===== config.mk =====
export PLATFORM = sky130hd
export DESIGN_NAME = ndsk_name_parser
export DESIGN_NICKNAME = d
export VERILOG_FILES = /design/src/hdl/ndsk_pkg.sv /design/src/hdl/ndsk_name_parser.sv
export SDC_FILE = /design/constraint.sdc
export NUM_CORES = 1
export LEC_CHECK = 0
export CAP_MARGIN = 10
export CORE_MARGIN = 5
export CORE_UTILIZATION = 48
export DETAILED_ROUTE_END_ITERATION = 10
export DONT_BUFFER_PORTS = 1
export RECOVER_POWER = 25
export SLEW_MARGIN = 20
export SYNTH_ARGS = -nofsm -noshare
export SYNTH_HDL_FRONTEND = slang
export SYNTH_SLANG_ARGS = --single-unit

===== constraint.sdc =====
create_clock -name clk -period 7.6 [get_ports clk]
set_input_delay 0.76 -clock clk [delete_from_list [all_inputs] [get_ports clk]]
set_output_delay 0.76 -clock clk [all_outputs]
set_load 0.02 [all_outputs]

===== src/hdl/ndsk_pkg.sv =====
// ndsk_pkg: shared types and constants for the newest-dates sorted keeper
// depends on nothing; imported by every ndsk module
`timescale 1ns / 1ps
`default_nettype none

package ndsk_pkg;

  // key and name format
  localparam int unsigned KEY_W = 27;
  localparam logic [3:0] NAME_LEN = 4'd14;
  localparam logic [3:0] POS_MAX = 4'd15;
  localparam logic [3:0] DASH_POS_A = 4'd4;
  localparam logic [3:0] DASH_POS_B = 4'd7;
  localparam logic [3:0] TAIL_POS = 4'd10;
  localparam logic [7:0] CHR_DASH = 8'h2D;
  localparam logic [7:0] CHR_ZERO = 8'h30;
  localparam logic [7:0] CHR_NINE = 8'h39;

  // max_keep after reset
  localparam logic [6:0] MAX_KEEP_RST = 7'd60;

  // request codes
  localparam logic [1:0] REQ_CLEAR = 2'd0;
  localparam logic [1:0] REQ_NAME = 2'd1;
  localparam logic [1:0] REQ_READ = 2'd2;

  // result kinds
  localparam logic KIND_VERDICT = 1'b0;
  localparam logic KIND_READ = 1'b1;

  // verdict codes
  localparam logic [1:0] VERD_INSERTED = 2'd0;
  localparam logic [1:0] VERD_MALFORMED = 2'd1;
  localparam logic [1:0] VERD_DROPPED = 2'd2;

  // per-cycle operation of the cell row
  typedef enum logic [1:0] {
    OP_HOLD,
    OP_SHIFT,
    OP_INSERT
  } cell_op_t;

  // control handed from the sequencer to the cell row
  typedef struct packed {
    cell_op_t op;
    logic [KEY_W-1:0] key;
  } chain_ctl_t;

  // the ".csv" tail, by offset from the tail start
  function automatic logic [7:0] tail_byte(input logic [1:0] k);
    logic [7:0] b;
    case (k)
      2'd0: b = 8'h2E;
      2'd1: b = 8'h63;
      2'd2: b = 8'h73;
      2'd3: b = 8'h76;
      default: b = 8'h2E;
    endcase
    return b;
  endfunction

endpackage

`default_nettype wire


===== src/hdl/ndsk_name_parser.sv =====
// ndsk_name_parser: byte-wise check of a DDDD-DD-DD.csv name and key packing
// depends on ndsk_pkg
`timescale 1ns / 1ps
`default_nettype none

module ndsk_name_parser
  import ndsk_pkg::*;
(
  input  wire logic             clk,
  input  wire logic             rst_n,
  input  wire logic             clear,
  input  wire logic             byte_en,
  input  wire logic [7:0]       name_byte,
  input  wire logic             last_byte,
  output logic                  fin_ok,
  output logic [KEY_W-1:0]      fin_key
);

  logic [3:0]       pos_r, pos_nxt, pos_b;
  logic             ok_r, ok_nxt, ok_b;
  logic [KEY_W-1:0] acc_r, acc_nxt, acc_b;
  logic [1:0]       tail_off;

  // offset into the tail, valid for positions 10 to 13
  assign tail_off = pos_r[1:0] - TAIL_POS[1:0];

  // check the incoming byte at its position and fold in digits
  always_comb begin
    ok_b = ok_r;
    acc_b = acc_r;
    if (pos_r >= NAME_LEN) begin
      ok_b = 1'b0;
    end else if (pos_r == DASH_POS_A || pos_r == DASH_POS_B) begin
      if (name_byte != CHR_DASH) ok_b = 1'b0;
    end else if (pos_r >= TAIL_POS) begin
      if (name_byte != tail_byte(tail_off)) ok_b = 1'b0;
    end else if (name_byte >= CHR_ZERO && name_byte <= CHR_NINE) begin
      acc_b = (acc_r << 3) + (acc_r << 1) + KEY_W'(name_byte - CHR_ZERO);
    end else begin
      ok_b = 1'b0;
    end
    pos_b = (pos_r == POS_MAX) ? POS_MAX : pos_r + 4'd1;
  end

  assign fin_ok = ok_b && (pos_b == NAME_LEN);
  assign fin_key = acc_b;

  // parser returns to its start state on clear or at the end of a name
  always_comb begin
    pos_nxt = pos_r;
    ok_nxt = ok_r;
    acc_nxt = acc_r;
    if (clear || (byte_en && last_byte)) begin
      pos_nxt = '0;
      ok_nxt = 1'b1;
      acc_nxt = '0;
    end else if (byte_en) begin
      pos_nxt = pos_b;
      ok_nxt = ok_b;
      acc_nxt = acc_b;
    end
  end

  always_ff @(posedge clk) begin
    if (!rst_n) begin
      pos_r <= '0;
      ok_r <= 1'b1;
      acc_r <= '0;
    end else begin
      pos_r <= pos_nxt;
      ok_r <= ok_nxt;
      acc_r <= acc_nxt;
    end
  end

endmodule

`default_nettype wire


== Word level (Yosys, flattened, before mapping) ==
Cells that the tools add are included.

* Flip-flop bits (word level): 32
* Latch bits: 0
* Memory bits (writable): 0
* Memory bits (read-only): 0
* Output and inout bits: 28
* Logic and storage cells: 44
* Memories: 0

* Add/subtract/negate cells: 5
* Multipliers: 0
* Divide/modulo/power cells: 0
* $lt $le $gt $ge: 4
* Equality and inequality tests: 9
* Shifts and indexed selects: 0
* Multiplexer cells: 15
* Bitwise logic cells: 1
* Reductions and logical operators: 7

{| class="wikitable"
|+ Operators with widths
! operator !! number
|-
| $mux 27 || 4
|-
| $add 27x27->27 || 2
|-
| $pmux 8 s4 || 1
|-
| $mux 8 || 3
|-
| $sub 8x6->9 const B || 1
|-
| $eq 4x3->1 const B || 2
|-
| $eq 4x4->1 const B || 2
|-
| $ge 4x4->1 const B || 2
|-
| $ge 8x6->1 const B || 1
|-
| $le 8x6->1 const B || 1
|-
| $ne 8x6->1 const B || 1
|-
| $ne 8x8->1 || 1
|-
| $mux 1 || 6
|-
| $add 4x1->4 const B || 1
|-
| $eq 2x2->1 const B || 2
|-
| $mux 4 || 1
|-
| $logic_and 1x1->1 || 3
|-
| $eq 2x1->1 const B || 1
|-
| $logic_not 2->1 || 1
|-
| $logic_or 1x1->1 || 2
|-
| $reduce_or 2->1 || 1
|-
| $sub 2x2->2 const B || 1
|-
| $not 1->1 || 1
|}

== Logic depth before layout (Yosys ltp) ==
* Depth in word-level cells: 12
* Gate-level depth with buffers: 11
* Gate-level depth less buffers: 11

== Least setup slack after synthesis ==
Ideal clock, no wire load.

* Path type: input to output
* Start point: input port name_byte[4]
* End point: output port fin_key[20]
* Arrival time: 5.331 ns
* Data required time: 6.840 ns
* Path slack: 1.509 ns
* Stages on the path: 10
* Buffers on the path: 0
* Path through: ha_1 nor3_1 fa_1 ha_1 and2_1 and3_1 a211oi_1 nor3_1 o21a_1 o31ai_1

* Longest elaborated chain between the ends: 6
* Elaborated cells on any way between the ends: 9
* Classes of those cells: 2 x add/sub; 2 x order compare; 4 x mux; 1 x reduce/logical

{| class="wikitable"
|+ RTL lines
! item !! line !! text
|-
| start, declared || ndsk_name_parser.sv:13 || <nowiki>input wire logic [7:0] name_byte,</nowiki>
|-
| $sub 8x6->9, or another cell as far along || ndsk_name_parser.sv:38 || <nowiki>acc_b = (acc_r << 3) + (acc_r << 1) + KEY_W'(name_byte - CHR_ZERO);</nowiki>
|-
| $add 27x27->27 or $logic_and 1x1->1 (tied branches) || ndsk_name_parser.sv:38, ndsk_name_parser.sv:37 ||
|-
| $mux 27 * || ndsk_name_parser.sv:37 || <nowiki>end else if (name_byte >= CHR_ZERO && name_byte <= CHR_NINE) begin</nowiki>
|-
| $mux 27 * || ndsk_name_parser.sv:35 || <nowiki>end else if (pos_r >= TAIL_POS) begin</nowiki>
|-
| $mux 27 * || ndsk_name_parser.sv:33 || <nowiki>end else if (pos_r == DASH_POS_A || pos_r == DASH_POS_B) begin</nowiki>
|-
| $mux 27 * || ndsk_name_parser.sv:31 || <nowiki>if (pos_r >= NAME_LEN) begin</nowiki>
|-
| end, declared || ndsk_name_parser.sv:16 || <nowiki>output logic [KEY_W-1:0] fin_key</nowiki>
|}

Every way passes the cells marked *; elsewhere a longest branch is shown, timed or not.

== Worst setup path after layout ==
* Start point: input port name_byte[4]
* End point: output port fin_key[25]

Same word-level chain as after synthesis.

==> impl_metrics.json <==
{
  "grt_overflow": 0,
  "post_cts_buffers": 0,
  "tns_ps": 0,
  "drt-total-wl_um": 10600,
  "port-buffer-count": 0,
  "routedWlPerCell_um": 17.94,
  "layout_commonest_cell": "nand2_1",
  "cts_tree": "done",
  "fin_ws_ps": 1430,
  "min_period_ps": 6170,
  "die_area_um2": 10060,
  "drtIter0Drc": 199,
  "power_leakage_nw": 1.686,
  "async_flop_share": 0,
  "end_kind": "primary output",
  "yosys.area.top_type_share": 0.1637,
  "hold_buffers": 0,
  "synth-edff-count": 0,
  "syn_nets": 571,
  "drtPass1Iterations": 4,
  "finalCritPeriodShare": 0.8119,
  "root_buffer": "clkbuf_8",
  "synth.distinct_cells": 57,
  "cts_max_level": 2,
  "netlist_instances": 500,
  "start_util": 0.4836,
  "ir_drop_uv": 65.75,
  "drcViolationCount": 0,
  "status": "complete, but fails checks",
  "place_ws_ps": 2102,
  "maxCapViolCount": 2,
  "worst-slew-pin-transition_ps": 2096,
  "setup_viol": 0,
  "rsz0062_at_grt": "false",
  "area_growth_pct": 3.101,
  "fin_skew_ps": 7.538,
  "timing_hold_violations_final": 0,
  "drv_slew": 23,
  "numCtsBuffers": 5,
  "min_path_type": "flop to flop",
  "clockBufferDepth": 2,
  "power_w": 0.0004041,
  "path_class": "input pin to primary output",
  "grt_max_degree": 36,
  "final_nets": 557,
  "cts_resized": 0,
  "core-area_um2": 8093,
  "dp_hpwl_um": 8178,
  "ioPinCount": 41,
  "worstPathRequired_ps": 6840,
  "p_per_area_nw_per_um2": 100.2,
  "grt_antenna_before_repair": 0,
  "clkTransAtPathRegs_ps": 70,
  "grt_pass1_vias": 3560,
  "die_w_um": 100.3,
  "grt_pass1_wl_um": 17660,
  "place_congestion": 0.9715,
  "die_h_um": 100.3,
  "violations": "capacitance limit, slew limit",
  "netlist_top_cells_area": "dfxtp_1 16%, fa_1 12%, ha_1 11%",
  "cts_sinks": 32,
  "syn_area_per_cell_um2": 7.828,
  "grtUsageTotal": 0.2172,
  "netlist_area_um2": 3914,
  "fp-row-count": 33,
  "holdWs_ps": 473.8,
  "antenna_left": 0,
  "critPathMaxFanout": 13,
  "slew_headroom": -0.4100,
  "arrival_ps": 5410,
  "clock.fmax_mhz": 162.1,
  "critPathLaunchType": "input pin",
  "drive_above_1_share": 0.04733,
  "synth_ff_type": "dfxtp_1",
  "via_per_inst": 6.181,
  "ys_seq_elements": 32,
  "via_count": 3653,
  "antenna_cells": 0,
  "synth_top_area_cell": "dfxtp_1",
  "worstSkewPairLatency_ps": 290,
  "synth-seq-area-share": 0.1637,
  "final_cell_mix": "52 x nand2_1, 40 x nor2_1, 40 x o21ai_0",
  "yosysWarningCount": 0
}
-- critical path, stage by stage --
cell,delay [ps]
ha_1,230
nor3_1,1490
buf_4,430
fa_1,450
ha_1,470
a21o_1,250
a31o_2,250
a221oi_1,560
nor3_1,90
a21oi_1,180
nand3_1,230
-- per-layer routing --
metal / GRT usage / routed length (um) / vias up
met5: 0 / 0 / -
met4: 0.04249 / 75 / 0
met3: 0.04726 / 682 / 10
met2: 0.3721 / 4988 / 87
met1: 0.2818 / 4855 / 1751
li1: - / - / 1805
-- path summary, 6_finish.rpt --
kind	slack [ps]	to	start	cells past startpoint
worst max-delay path	1430	fin_key[25]	name_byte[4]	11
worst max register to register	3930	acc_r[4]	pos_r[0]	8
worst min register to register	470	ok_r	ok_r	1
worst min-delay path	470	ok_r	ok_r	1
-- final cells by class --
class	count	area, um2
Fill cell	810	4058
Clock inverter	1	5.005
Timing Repair Buffer	4	26.28
Inverter	18	67.56
Clock buffer	6	72.57
Sequential cell	32	640.6
Multi-Input combinational cell	425	3092
Tap cell	105	131.4
-- where the power goes --
group | internal, W | switching, W
clock network | 0.0000624 | 0.0000705
logic | 0.0000357 | 0.0000620
registers | 0.000170 | 0.00000362
-- flip-flops by register name (all words and copies together) (netlist names) --
name   flops
ok_r       1
pos_r      4
acc_r     27
-- synthesized netlist by cell type, types with 3 or more instances --
library cell,number
xor2_1,7
a31oi_1,7
buf_2,4
nand4_1,16
xnor2_1,13
o211ai_1,8
or3_1,5
dfxtp_1,32
o21a_1,8
nand4b_1,3
or2_2,4
nor2_1,40
nand2_1,52
o211a_1,3
and3_1,4
nand2b_1,4
mux2i_1,4
clkbuf_1,19
o2111ai_1,3
o21ai_0,39
nor2b_1,3
ha_1,34
and2_1,5
a21oi_1,36
a21o_1,11
a221oi_1,3
nand3_1,20
o31ai_1,3
a211oi_1,8
mux2_2,10
inv_1,17
fa_1,24
nor3_1,18
-- kinds of logic (layout without fill, tap and decap cells) --
group,count (synthesis),after routing,synth area share
compound gates,148,148,0.2446
xor+xnor,20,20,0.04476
fa+ha+maj,58,58,0.2315
buf+inv,43,29,0.04252
flops,32,32,0.1637
mux,14,14,0.03900
simple gates,185,185,0.2340
-- metrics by stage --
stage | cell area (um2) | cells | util
5_1_grt | 4035 | 591 | 0.4986
2_1_floorplan | 3914 | 500 | -
3_3_place_gp | 3981 | 584 | 0.4920
4_1_cts | 4059 | 591 | 0.5015
6_report | 4035 | 591 | 0.4986
3_5_place_dp | 3981 | 584 | 0.4920
Power figures use the tool's default switching activity.
